File: config.mk
export PLATFORM = sky130hd
export DESIGN_NAME = hid_key_report_scheduler_flat
export DESIGN_NICKNAME = d
export VERILOG_FILES = /design/src/rtl/hks_pkg.sv /design/src/rtl/hks_if.sv /design/src/rtl/hks_cell.sv /design/src/rtl/hks_queue.sv /design/src/rtl/hid_key_report_scheduler.sv /design/src/flat_wrapper.sv
export SDC_FILE = /design/constraint.sdc
export NUM_CORES = 1
export LEC_CHECK = 0
export BUFFER_PORTS_ARGS = -buffer_cell sky130_fd_sc_hd__buf_4
export CAP_MARGIN = 20
export CORE_MARGIN = 5
export CORE_UTILIZATION = 65
export CTS_CLUSTER_SIZE = 20
export DETAILED_ROUTE_END_ITERATION = 8
export PLACE_DENSITY_LB_ADDON = 0.25
export SLEW_MARGIN = 20
export SYNTH_ARGS = -nofsm -noshare
export SYNTH_HDL_FRONTEND = slang
export SYNTH_SLANG_ARGS = --single-unit
File: constraint.sdc
create_clock -name i_clk -period 13.32 [get_ports i_clk]
set_input_delay 1.998 -clock i_clk [delete_from_list [all_inputs] [get_ports i_clk]]
set_output_delay 1.998 -clock i_clk [all_outputs]
set_load 0.05 [all_outputs]
File: src/rtl/hks_pkg.sv
// Package: shared types and constants for the HID key report scheduler.
package hks_pkg;
    localparam int unsigned QUEUE_DEPTH_DEF = 8;
    localparam logic [15:0] HOLD_LIMIT_DEF = 16'd3000;
    localparam logic [7:0]  TAP_TIME_DEF   = 8'd20;

    localparam logic [2:0] ACT_POLL    = 3'd0;
    localparam logic [2:0] ACT_HOLD    = 3'd1;
    localparam logic [2:0] ACT_TAP     = 3'd2;
    localparam logic [2:0] ACT_REL_OWN = 3'd3;
    localparam logic [2:0] ACT_REL_ALL = 3'd4;
    localparam logic [2:0] ACT_READY   = 3'd5;

    localparam logic [0:0] CFG_HOLD_LIMIT = 1'd0;
    localparam logic [0:0] CFG_TAP_TIME   = 1'd1;

    localparam logic [1:0] RID_KBD = 2'd1;
    localparam logic [1:0] RID_CON = 2'd2;

    typedef struct packed {
        logic [2:0]  action;
        logic [31:0] now_ms;
        logic [7:0]  key_usage;
        logic [7:0]  key_modifier;
        logic [7:0]  consumer_code;
        logic [15:0] owner_id;
        logic        ready_level;
    } t_req;

    typedef struct packed {
        logic        report_valid;
        logic [1:0]  report_id;
        logic [3:0]  report_length;
        logic [7:0]  report_first_byte;
        logic [7:0]  report_usage_byte;
        logic        request_accepted;
        logic        forced_release;
        logic [15:0] dropped_total;
        logic [15:0] forced_total;
    } t_rsp;

    typedef struct packed {
        logic        is_tap;
        logic [7:0]  usage;
        logic [7:0]  modifier;
        logic [7:0]  consumer;
        logic [15:0] owner;
    } t_entry;

    // Per-cycle command to the cell chain
    typedef struct packed {
        logic   push;     // load entry into cell at count position
        logic   pop;      // shift all cells toward the head
        logic   flush;    // clear all valid bits
        logic   purge;    // one compaction step
        logic   all;      // purge every hold
        logic [15:0] owner;
        t_entry data;
    } t_qcmd;
endpackage

File: src/rtl/hks_if.sv
// Interfaces: valid/ready request, response and configuration channels.
interface hks_req_if;
    import hks_pkg::*;
    logic valid;
    logic ready;
    t_req data;
    modport source (output valid, output data, input ready);
    modport sink (input valid, input data, output ready);
endinterface

interface hks_rsp_if;
    import hks_pkg::*;
    logic valid;
    logic ready;
    t_rsp data;
    modport source (output valid, output data, input ready);
    modport sink (input valid, input data, output ready);
endinterface

interface hks_cfg_if;
    logic        valid;
    logic        ready;
    logic [0:0]  index;
    logic [15:0] wdata;
    modport source (output valid, output index, output wdata, input ready);
    modport sink (input valid, input index, input wdata, output ready);
endinterface

File: src/rtl/hks_cell.sv
// Queue cell: one entry with valid bit, loads from its upstream neighbor.
module hks_cell (
    input  logic            i_clk,
    input  logic            i_rst_n,
    input  hks_pkg::t_qcmd  i_cmd,
    input  logic            i_load_here,
    input  logic            i_nxt_valid,
    input  hks_pkg::t_entry i_nxt_data,
    input  logic            i_purge_shift,
    output logic            o_valid,
    output logic            o_kill,
    output hks_pkg::t_entry o_data
);
    import hks_pkg::*;
    logic   r_valid;
    t_entry r_data;

    // Entry is a hold matching the purge condition
    assign o_kill  = r_valid && !r_data.is_tap && (i_cmd.all || r_data.owner == i_cmd.owner);
    assign o_valid = r_valid;
    assign o_data  = r_data;

    always_ff @(posedge i_clk) begin
        if (!i_rst_n || i_cmd.flush) begin
            r_valid <= 1'b0;
        end else if (i_cmd.pop || (i_cmd.purge && i_purge_shift)) begin
            r_valid <= i_nxt_valid;
        end else if (i_load_here) begin
            r_valid <= 1'b1;
        end
        if (i_cmd.pop || (i_cmd.purge && i_purge_shift)) begin
            r_data <= i_nxt_data;
        end else if (i_load_here) begin
            r_data <= i_cmd.data;
        end
    end
endmodule

File: src/rtl/hks_queue.sv
// Request queue: a row of cells, head at cell 0, compaction one removal per cycle.
module hks_queue #(
    parameter int unsigned DEPTH = hks_pkg::QUEUE_DEPTH_DEF
) (
    input  logic            i_clk,
    input  logic            i_rst_n,
    input  hks_pkg::t_qcmd  i_cmd,
    output logic            o_full,
    output logic            o_empty,
    output logic            o_kill_any,
    output hks_pkg::t_entry o_head
);
    import hks_pkg::*;
    logic [DEPTH-1:0] w_valid;
    logic [DEPTH-1:0] w_kill;
    logic [DEPTH-1:0] w_shift;
    logic [DEPTH-1:0] w_load;
    t_entry           w_data [DEPTH];

    // Shift from the first killed cell upward
    always_comb begin
        w_shift[0] = w_kill[0];
        for (int i = 1; i < DEPTH; i++) begin
            w_shift[i] = w_shift[i-1] || w_kill[i];
        end
        for (int i = 0; i < DEPTH; i++) begin
            w_load[i] = i_cmd.push && !w_valid[i] && (i == 0 || w_valid[i-1]);
        end
    end

    for (genvar g = 0; g < DEPTH; g++) begin : g_cell
        logic   w_nv;
        t_entry w_nd;
        if (g == DEPTH - 1) begin : g_last
            assign w_nv = 1'b0;
            assign w_nd = w_data[g];
        end else begin : g_mid
            assign w_nv = w_valid[g+1];
            assign w_nd = w_data[g+1];
        end
        hks_cell u_cell (
            .i_clk        (i_clk),
            .i_rst_n      (i_rst_n),
            .i_cmd        (i_cmd),
            .i_load_here  (w_load[g]),
            .i_nxt_valid  (w_nv),
            .i_nxt_data   (w_nd),
            .i_purge_shift(w_shift[g]),
            .o_valid      (w_valid[g]),
            .o_kill       (w_kill[g]),
            .o_data       (w_data[g])
        );
    end

    assign o_full     = w_valid[DEPTH-1];
    assign o_empty    = !w_valid[0];
    assign o_kill_any = |w_kill;
    assign o_head     = w_data[0];
endmodule

File: src/rtl/hid_key_report_scheduler.sv
// Top level: HID key report scheduler with control sequencer and queue cells.
// Sequencing: an accepted item's result is offered in the cycle after it is taken, except for release
// all and for release owner when the held key is not that owner's; these pass through the purge state,
// which removes one queued hold per step until no matching hold is left, and then offer the result.
// One item at a time; the next item is accepted the cycle after the result transfer.
// Reset (i_rst_n low, synchronous) clears queue, key state and counters; 3000 ms / 20 ms.
module hid_key_report_scheduler #(
    parameter int unsigned QUEUE_DEPTH = hks_pkg::QUEUE_DEPTH_DEF
) (
    input  logic i_clk,
    input  logic i_rst_n,
    hks_req_if.sink   req,
    hks_rsp_if.source rsp,
    hks_cfg_if.sink   cfg
);
    import hks_pkg::*;

    typedef enum logic [1:0] {ST_IDLE, ST_PURGE, ST_OUT} t_state;

    t_state      r_state;
    t_req        r_req;
    t_rsp        r_rsp;
    logic [15:0] r_hold_limit;
    logic [7:0]  r_tap_time;
    logic        r_link;
    logic        r_held_v, r_held_c, r_tap_v, r_tap_c, r_up_v, r_up_c;
    logic [15:0] r_held_own;
    logic [31:0] r_held_dl, r_tap_dl;
    logic [15:0] r_drops, r_forces;

    logic   w_full, w_empty, w_kill_any;
    t_entry w_head;
    t_qcmd  w_cmd;
    logic   w_acc;
    logic [31:0] w_hd, w_td;

    assign req.ready = (r_state == ST_IDLE);
    assign cfg.ready = 1'b1;
    assign rsp.valid = (r_state == ST_OUT);
    assign w_acc = req.valid && req.ready;
    assign w_hd  = req.data.now_ms - r_held_dl;
    assign w_td  = req.data.now_ms - r_tap_dl;

    always_comb begin
        w_cmd = '0;
        w_cmd.owner = (r_state == ST_PURGE) ? r_req.owner_id : req.data.owner_id;
        w_cmd.all   = (r_state == ST_PURGE) ? (r_req.action == ACT_REL_ALL) : 1'b0;
        w_cmd.data.is_tap   = (req.data.action == ACT_TAP);
        w_cmd.data.usage    = req.data.key_usage;
        w_cmd.data.modifier = req.data.key_modifier;
        w_cmd.data.consumer = req.data.consumer_code;
        w_cmd.data.owner    = (req.data.action == ACT_TAP) ? 16'd0 : req.data.owner_id;
        if (r_state == ST_PURGE) begin
            w_cmd.purge = 1'b1;
        end else if (w_acc) begin
            case (req.data.action)
                ACT_POLL: w_cmd.pop = !r_up_v && !(r_held_v && !w_hd[31]) && !r_tap_v
                                      && !w_empty && !r_held_v;
                ACT_HOLD, ACT_TAP: w_cmd.push = r_link && !w_full;
                ACT_READY: w_cmd.flush = r_link && !req.data.ready_level;
                default: ;
            endcase
        end
    end

    hks_queue #(.DEPTH(QUEUE_DEPTH)) u_queue (
        .i_clk     (i_clk),
        .i_rst_n   (i_rst_n),
        .i_cmd     (w_cmd),
        .o_full    (w_full),
        .o_empty   (w_empty),
        .o_kill_any(w_kill_any),
        .o_head    (w_head)
    );

    always_ff @(posedge i_clk) begin
        if (!i_rst_n) begin
            r_state <= ST_IDLE;
            r_hold_limit <= HOLD_LIMIT_DEF;
            r_tap_time <= TAP_TIME_DEF;
            r_link <= 1'b0;
            r_held_v <= 1'b0; r_held_c <= 1'b0; r_held_own <= '0; r_held_dl <= '0;
            r_tap_v <= 1'b0; r_tap_c <= 1'b0; r_tap_dl <= '0;
            r_up_v <= 1'b0; r_up_c <= 1'b0;
            r_drops <= '0; r_forces <= '0;
        end else begin
            if (cfg.valid) begin
                case (cfg.index)
                    CFG_HOLD_LIMIT: r_hold_limit <= cfg.wdata;
                    CFG_TAP_TIME:   r_tap_time <= cfg.wdata[7:0];
                    default: ;
                endcase
            end
            case (r_state)
                ST_IDLE: if (w_acc) begin
                    r_req <= req.data;
                    r_rsp <= '0;
                    r_state <= ST_OUT;
                    case (req.data.action)
                        ACT_POLL: begin
                            if (r_up_v) begin
                                r_up_v <= 1'b0;
                                r_rsp.report_valid <= 1'b1;
                                r_rsp.report_id <= r_up_c ? RID_CON : RID_KBD;
                                r_rsp.report_length <= r_up_c ? 4'd1 : 4'd8;
                            end else if (r_held_v && !w_hd[31]) begin
                                r_held_v <= 1'b0; r_held_own <= '0;
                                r_rsp.report_valid <= 1'b1;
                                r_rsp.report_id <= r_held_c ? RID_CON : RID_KBD;
                                r_rsp.report_length <= r_held_c ? 4'd1 : 4'd8;
                                r_rsp.forced_release <= 1'b1;
                                if (r_forces != 16'hFFFF) r_forces <= r_forces + 16'd1;
                            end else if (r_tap_v) begin
                                if (!w_td[31]) begin
                                    r_tap_v <= 1'b0;
                                    r_rsp.report_valid <= 1'b1;
                                    r_rsp.report_id <= r_tap_c ? RID_CON : RID_KBD;
                                    r_rsp.report_length <= r_tap_c ? 4'd1 : 4'd8;
                                end
                            end else if (!w_empty) begin
                                r_rsp.report_valid <= 1'b1;
                                if (r_held_v) begin
                                    r_held_v <= 1'b0; r_held_own <= '0;
                                    r_rsp.report_id <= r_held_c ? RID_CON : RID_KBD;
                                    r_rsp.report_length <= r_held_c ? 4'd1 : 4'd8;
                                end else begin
                                    if (w_head.consumer != 8'd0) begin
                                        r_rsp.report_id <= RID_CON;
                                        r_rsp.report_length <= 4'd1;
                                        r_rsp.report_first_byte <= w_head.consumer;
                                    end else begin
                                        r_rsp.report_id <= RID_KBD;
                                        r_rsp.report_length <= 4'd8;
                                        r_rsp.report_first_byte <= w_head.modifier;
                                        r_rsp.report_usage_byte <= w_head.usage;
                                    end
                                    if (w_head.is_tap) begin
                                        r_tap_v <= 1'b1;
                                        r_tap_c <= (w_head.consumer != 8'd0);
                                        r_tap_dl <= req.data.now_ms + {24'd0, r_tap_time};
                                    end else begin
                                        r_held_v <= 1'b1;
                                        r_held_c <= (w_head.consumer != 8'd0);
                                        r_held_own <= w_head.owner;
                                        r_held_dl <= req.data.now_ms + {16'd0,
                                            (r_hold_limit != 16'd0) ? r_hold_limit
                                                                    : HOLD_LIMIT_DEF};
                                    end
                                end
                            end
                        end
                        ACT_HOLD, ACT_TAP: if (r_link) begin
                            if (w_full) begin
                                if (r_drops != 16'hFFFF) r_drops <= r_drops + 16'd1;
                            end else begin
                                r_rsp.request_accepted <= 1'b1;
                            end
                        end
                        ACT_REL_OWN: begin
                            if (r_held_v && r_held_own == req.data.owner_id) begin
                                r_up_v <= 1'b1; r_up_c <= r_held_c;
                                r_held_v <= 1'b0; r_held_own <= '0;
                            end else begin
                                r_state <= ST_PURGE;
                            end
                        end
                        ACT_REL_ALL: begin
                            if (r_held_v) begin
                                r_up_v <= 1'b1; r_up_c <= r_held_c;
                                r_held_v <= 1'b0; r_held_own <= '0;
                            end
                            r_state <= ST_PURGE;
                        end
                        ACT_READY: if (req.data.ready_level != r_link) begin
                            r_link <= req.data.ready_level;
                            if (!req.data.ready_level) begin
                                r_tap_v <= 1'b0; r_held_v <= 1'b0;
                                r_held_own <= '0; r_up_v <= 1'b0;
                            end
                        end
                        default: ;
                    endcase
                end
                ST_PURGE: begin
                    if (!w_kill_any) begin
                        r_state <= ST_OUT;
                    end
                end
                ST_OUT: begin
                    if (rsp.ready) r_state <= ST_IDLE;
                end
                default: r_state <= ST_IDLE;
            endcase
        end
    end

    // Counters are stable while a result waits
    always_comb begin
        rsp.data = r_rsp;
        rsp.data.dropped_total = r_drops;
        rsp.data.forced_total = r_forces;
    end

    property p_no_accept_busy;
        @(posedge i_clk) disable iff (!i_rst_n)
        (r_state != ST_IDLE) |-> !w_acc;
    endproperty
    a_no_accept_busy: assert property (p_no_accept_busy) else $error("accept while busy");

    a_purge_only_rel: assert property (@(posedge i_clk) disable iff (!i_rst_n)
        (r_state == ST_PURGE) |-> (r_req.action == ACT_REL_OWN
                                   || r_req.action == ACT_REL_ALL))
        else $error("purge without release");

    a_one_key: assert property (@(posedge i_clk) disable iff (!i_rst_n)
        !(r_held_v && r_tap_v && r_up_v))
        else $error("key state conflict");
endmodule
File: src/flat_wrapper.sv
// flat-port wrapper written by rule: the top's interface ports become plain ports
module hid_key_report_scheduler_flat import hks_pkg::*;
#(
    parameter int unsigned QUEUE_DEPTH = hks_pkg::QUEUE_DEPTH_DEF
)
  (i_clk, i_rst_n, req_valid, req_data, req_ready, rsp_valid, rsp_data, rsp_ready, cfg_valid, cfg_index, cfg_wdata, cfg_ready);
  hks_req_if req_i ();
  hks_rsp_if rsp_i ();
  hks_cfg_if cfg_i ();
  input  logic i_clk;
  input  logic i_rst_n;
  input wire logic [$bits(req_i.valid)-1:0] req_valid;
  input wire logic [$bits(req_i.data)-1:0] req_data;
  output wire logic [$bits(req_i.ready)-1:0] req_ready;
  output wire logic [$bits(rsp_i.valid)-1:0] rsp_valid;
  output wire logic [$bits(rsp_i.data)-1:0] rsp_data;
  input wire logic [$bits(rsp_i.ready)-1:0] rsp_ready;
  input wire logic [$bits(cfg_i.valid)-1:0] cfg_valid;
  input wire logic [$bits(cfg_i.index)-1:0] cfg_index;
  input wire logic [$bits(cfg_i.wdata)-1:0] cfg_wdata;
  output wire logic [$bits(cfg_i.ready)-1:0] cfg_ready;
  assign req_i.valid = req_valid;
  assign req_i.data = req_data;
  assign req_ready = req_i.ready;
  assign rsp_valid = rsp_i.valid;
  assign rsp_data = rsp_i.data;
  assign rsp_i.ready = rsp_ready;
  assign cfg_i.valid = cfg_valid;
  assign cfg_i.index = cfg_index;
  assign cfg_i.wdata = cfg_wdata;
  assign cfg_ready = cfg_i.ready;
  hid_key_report_scheduler #(.QUEUE_DEPTH(QUEUE_DEPTH)) u_core (.i_clk(i_clk), .i_rst_n(i_rst_n), .req(req_i), .rsp(rsp_i), .cfg(cfg_i));
endmodule
==> summary by stage <==
Power and ir drop
The switching part of the total is 24.34%. The share of total power dissipated in the clock network is 40.5%. The internal portion of the total power is 2.745 mW. Dividing total power by cell area gives a power density of 116.7 mW/mm².

Combinational logic burns 10.0% of the power. The total power is 3.628 mW. The worst-case IR drop observed on VDD is 134.8 µV. The analysis attributes to net switching a power of 883.0 µW.

The analysis attributes to cell leakage a power of 11.09 nW. The power share of the sequential group is 49.5%.

Timing
The total count of hold-check failures in the final report is 0. Setup repair after global routing left no endpoint under its margin. Summed over all failing endpoints, the final setup total negative slack is 0 ns.

Based on the critical path, the design can be clocked at up to 0.1891 GHz. For the final database, setup skew stands at 0.03702 ns. Across all setup checks in the final design, the least slack found is 8.033 ns. The max-slew violation count came to 0. The slew at the pin with the worst max-slew slack is 1.170 ns. Across all hold checks on the routed design, the worst slack comes to 0.4516 ns.

The time the worst path needs with I/O delays and setup is 5.287 ns. Setup violations remaining at the end of the flow were counted as 0. The headroom to the max-slew limit is 21.74%. The final critical path takes up 39.69% of the cycle.

Finish
After filler insertion, the fill cell instance count of the layout stands at 2794. The number of nets in the final layout is 2817. Once layout is done, the placed cells without fillers occupy 0.03110 mm². The number of antenna diodes in the final layout is 0. The top cell types in the final layout, fill and taps aside, are 368 x edfxtp_1, 292 x nand2_1, 198 x mux2_2, 173 x buf_4, 153 x dfxtp_1. The share of the core filled with cells is 73.81%. Leaving out fill and tap cells, the most frequent cell in the layout is edfxtp_1. The area growth from synthesis to layout is 11.76%. The non-filler instance count after layout is 3211. The share of post-route cells with drive strength above 1 is 18.90%.

Worst setup path
The worst-case reg-to-reg path depth is 12. The data arrival time of the critical path is 5.53 ns. The required arrival time at the worst endpoint is 13.56 ns. STA classifies the critical path startpoint as an input pin. The largest driver fanout on the critical path is 43. The worst setup path is of the input pin to register kind. The element type at the critical path end is a register.

Route
After detailed routing, the average wire length per cell comes to 25.93 µm. The detailed-route DRC error count is 0. The total via count in the routed design is 21015. After detailed routing, the number of vias per cell comes to 6.545.

The violation count after the first detailed-routing iteration is 2534. The detail route stage leaves a number of antenna-violating nets equal to 0. The number of search-and-repair iterations in the first detailed-routing pass is 6.

The total detailed-routing wirelength is 83260 µm.

CTS
The buffer levels on the longest clock path is 3. The maximum level of the CTS H-tree is 2. The clock transition at the register clock pins on the worst setup and hold paths after CTS is 0.06 ns. The count of hold-fix buffers inserted at cts is 0. Buffers added to address setup during post-CTS repair amount to 0. CTS placed an instance of clkbuf_16 at the clock tree root. CTS saw 521 sinks. The clock latency at the later pin of the worst-skew pair is 0.62 ns. The number of gates resized after CTS is 0.

The CTS tree is yes. The number of clock buffers added by TritonCTS is 52.

Floorplan
The starting utilization of the core area is 66.04%. The number of top-level design ports is 158. The floorplan step set the die width to 216.9 µm. The die covers 0.04705 mm². The number of placement rows is 75. The floorplan step set the die height to 216.9 µm.

The area of the placeable core is 0.04213 mm².

Yosys
Counting flops with an async set or reset pin after synthesis yields a share of 0%. The post-synthesis cell type count is 90. The synthesized design contains 368 enable-type register cells. Sequential cells were found to cover 50.72% of the synthesized design area. In the synthesized netlist, the number of instances is 2539.

The mean instance size in the synthesized netlist is 10.96 µm². In this run the cell area of the synthesized design comes to 0.02783 mm². The register bit count reported by yosys is 521. The Yosys step of the flow raised 0 warnings.

For this run, the leading register cell type out of synthesis is edfxtp_1.

Place
The placed cell count is 3113. In this run the cell area measured after placement is 0.02933 mm². The placed wire-length estimate after detailed placement is 59190 µm. Routability-driven placement finished with a final weighted congestion of 1.085. The number of input and output port buffers inserted is 154.

At the placement stage, the worst setup path has a slack of 7.484 ns.

Global route
Entering global routing, the biggest net connects 63 pins. Summed over all layers, the global routing overflow is 0. The first-pass GRT wire length is 125100 µm. The number of antenna violations at the first check in global routing was 0. The number of global-route vias before repair is 20658. The aggregate global-route resource usage is 34.49%.

Worst hold path
The cell count of the worst hold path is 2. The type of the worst min-delay path is register to register.

Flow run
The max-cap violation count is 0.

Run status
The run finished with clean final reports.
==> worst paths after layout <==
kind	startpoint	to	slack, ns
worst max-delay path	req_data[15]	u_core.u_queue.g_cell[6].u_cell.o_data[26]$_DFFE_PP_	8.03
worst min-delay path	u_core.r_held_dl[10]$_SDFFE_PN0P_	u_core.r_held_dl[10]$_SDFFE_PN0P_	0.45
worst max register to register	u_core.r_state[0]$_SDFFE_PN0P_	u_core.u_queue.g_cell[6].u_cell.o_data[26]$_DFFE_PP_	8.45
worst min register to register	u_core.r_held_dl[10]$_SDFFE_PN0P_	u_core.r_held_dl[10]$_SDFFE_PN0P_	0.45
==> cell type report <==
| cell class | instances | area (µm²) | share of cell area [%] |
|---|---|---|---|
| sequential | 521 | 14110 | 45.38 |
| multi-input combinational | 1737 | 12620 | 40.58 |
| clock buffer | 74 | 1444 | 4.643 |
| clock inverter | 22 | 260.3 | 0.8369 |
| tap | 539 | 674.4 | 2.169 |
| timing repair buffer | 179 | 1464 | 4.707 |
| inverter | 139 | 521.8 | 1.678 |
==> cells in the mapped netlist (6+ instances only) <==
cell type / count / area [µm²]
buf_6: 16 / 180.2
xnor2_1: 109 / 954.7
ha_1: 87 / 1089
buf_2: 21 / 105.1
clkbuf_1: 98 / 367.9
o31ai_1: 9 / 67.56
a31oi_1: 6 / 37.54
nor2b_1: 29 / 181.4
nand2_1: 292 / 1096
inv_1: 139 / 521.8
mux2i_1: 22 / 220.2
o21ai_0: 80 / 400.4
a22o_1: 18 / 157.7
nor4_1: 24 / 150.1
a21o_1: 31 / 232.7
o21a_1: 7 / 52.55
mux2_2: 198 / 2230
buf_4: 6 / 45.04
nand2b_1: 46 / 287.8
and3_1: 19 / 118.9
nand3b_1: 8 / 60.06
and2_1: 19 / 118.9
a211oi_1: 45 / 337.8
a222oi_1: 10 / 100.1
a221oi_1: 15 / 131.4
o221ai_1: 9 / 78.83
mux2_1: 39 / 439.2
xor2_1: 93 / 814.5
a2111oi_0: 9 / 78.83
or3_1: 14 / 87.58
o22ai_1: 18 / 112.6
or2_2: 7 / 43.79
o211ai_1: 8 / 60.06
o2111ai_1: 13 / 113.9
nor3_1: 29 / 145.1
a22oi_1: 9 / 67.56
edfxtp_1: 368 / 11050
nor2_1: 121 / 454.2
nand3_1: 56 / 280.3
dfxtp_1: 153 / 3063
a21oi_1: 115 / 575.6
nand4_1: 36 / 225.2
==> layer usage <==
metal | wire [µm] | vias to the layer above | track usage, %
li1 | - | 9407 | -
met1 | 32680 | 10199 | 45.59
met2 | 38370 | 1140 | 55.55
met3 | 8119 | 269 | 7.768
met4 | 4094 | 0 | 14.56
met5 | 0 | - | 0
==> sequential cells by signal, indices dropped and copies added, names as in the netlist <==
signal                                count
u_core.r_tap_dl                          32
u_core.r_held_v                           1
u_core.u_queue.g_cell.u_cell.o_data     328
u_core.r_up_c                             1
u_core.r_held_dl                         32
u_core.r_req                             19
u_core.r_tap_c                            1
u_core.r_forces                          16
u_core.r_tap_time                         8
u_core.r_drops                           16
u_core.r_tap_v                            1
u_core.u_queue.g_cell.u_cell.o_valid      8
u_core.r_state                            2
u_core.r_held_own                        16
u_core.r_hold_limit                      16
u_core.r_up_v                             1
u_core.r_link                             1
u_core.r_held_c                           1
u_core.rsp.data                          21
==> kinds of logic (layout without fill, tap and decap cells) <==
kind of cell	count (synthesis)	count (layout)	synth area share (%)
AO/OA/AOI/OAI	457	457	11.42
XOR/XNOR	202	202	6.358
adder cells (fa/ha/maj)	89	89	4.056
buffers and inverters	282	414	4.411
flip-flops	521	521	50.72
multiplexers	262	262	10.53
other	2	3	0.02699
AND/OR/NAND/NOR	724	724	12.48
==> worst max-delay path, stage by stage <==
cell	delay, ns
buf_4	0.21
inv_1	0.23
a222oi_1	0.39
o2111ai_1	0.20
a21oi_1	0.23
nand3_1	0.11
o311ai_2	0.56
nor4_4	0.13
o22ai_4	0.15
buf_4	0.55
o21bai_4	0.23
buf_4	0.48
==> power groups by stage <==
| stage | Clock [mW] | Sequential, mW | Combinational [mW] |
|---|---|---|---|
| after floorplan | 0 | 1.82 | 0.227 |
| after global placement | 0 | 1.83 | 0.338 |
| after detailed placement | 0 | 1.83 | 0.350 |
| after CTS | 1.48 | 1.79 | 0.355 |
| after global routing | 1.55 | 1.80 | 0.389 |
| final | 1.47 | 1.80 | 0.363 |
No activity file was read; power rests on OpenSTA's default activity.
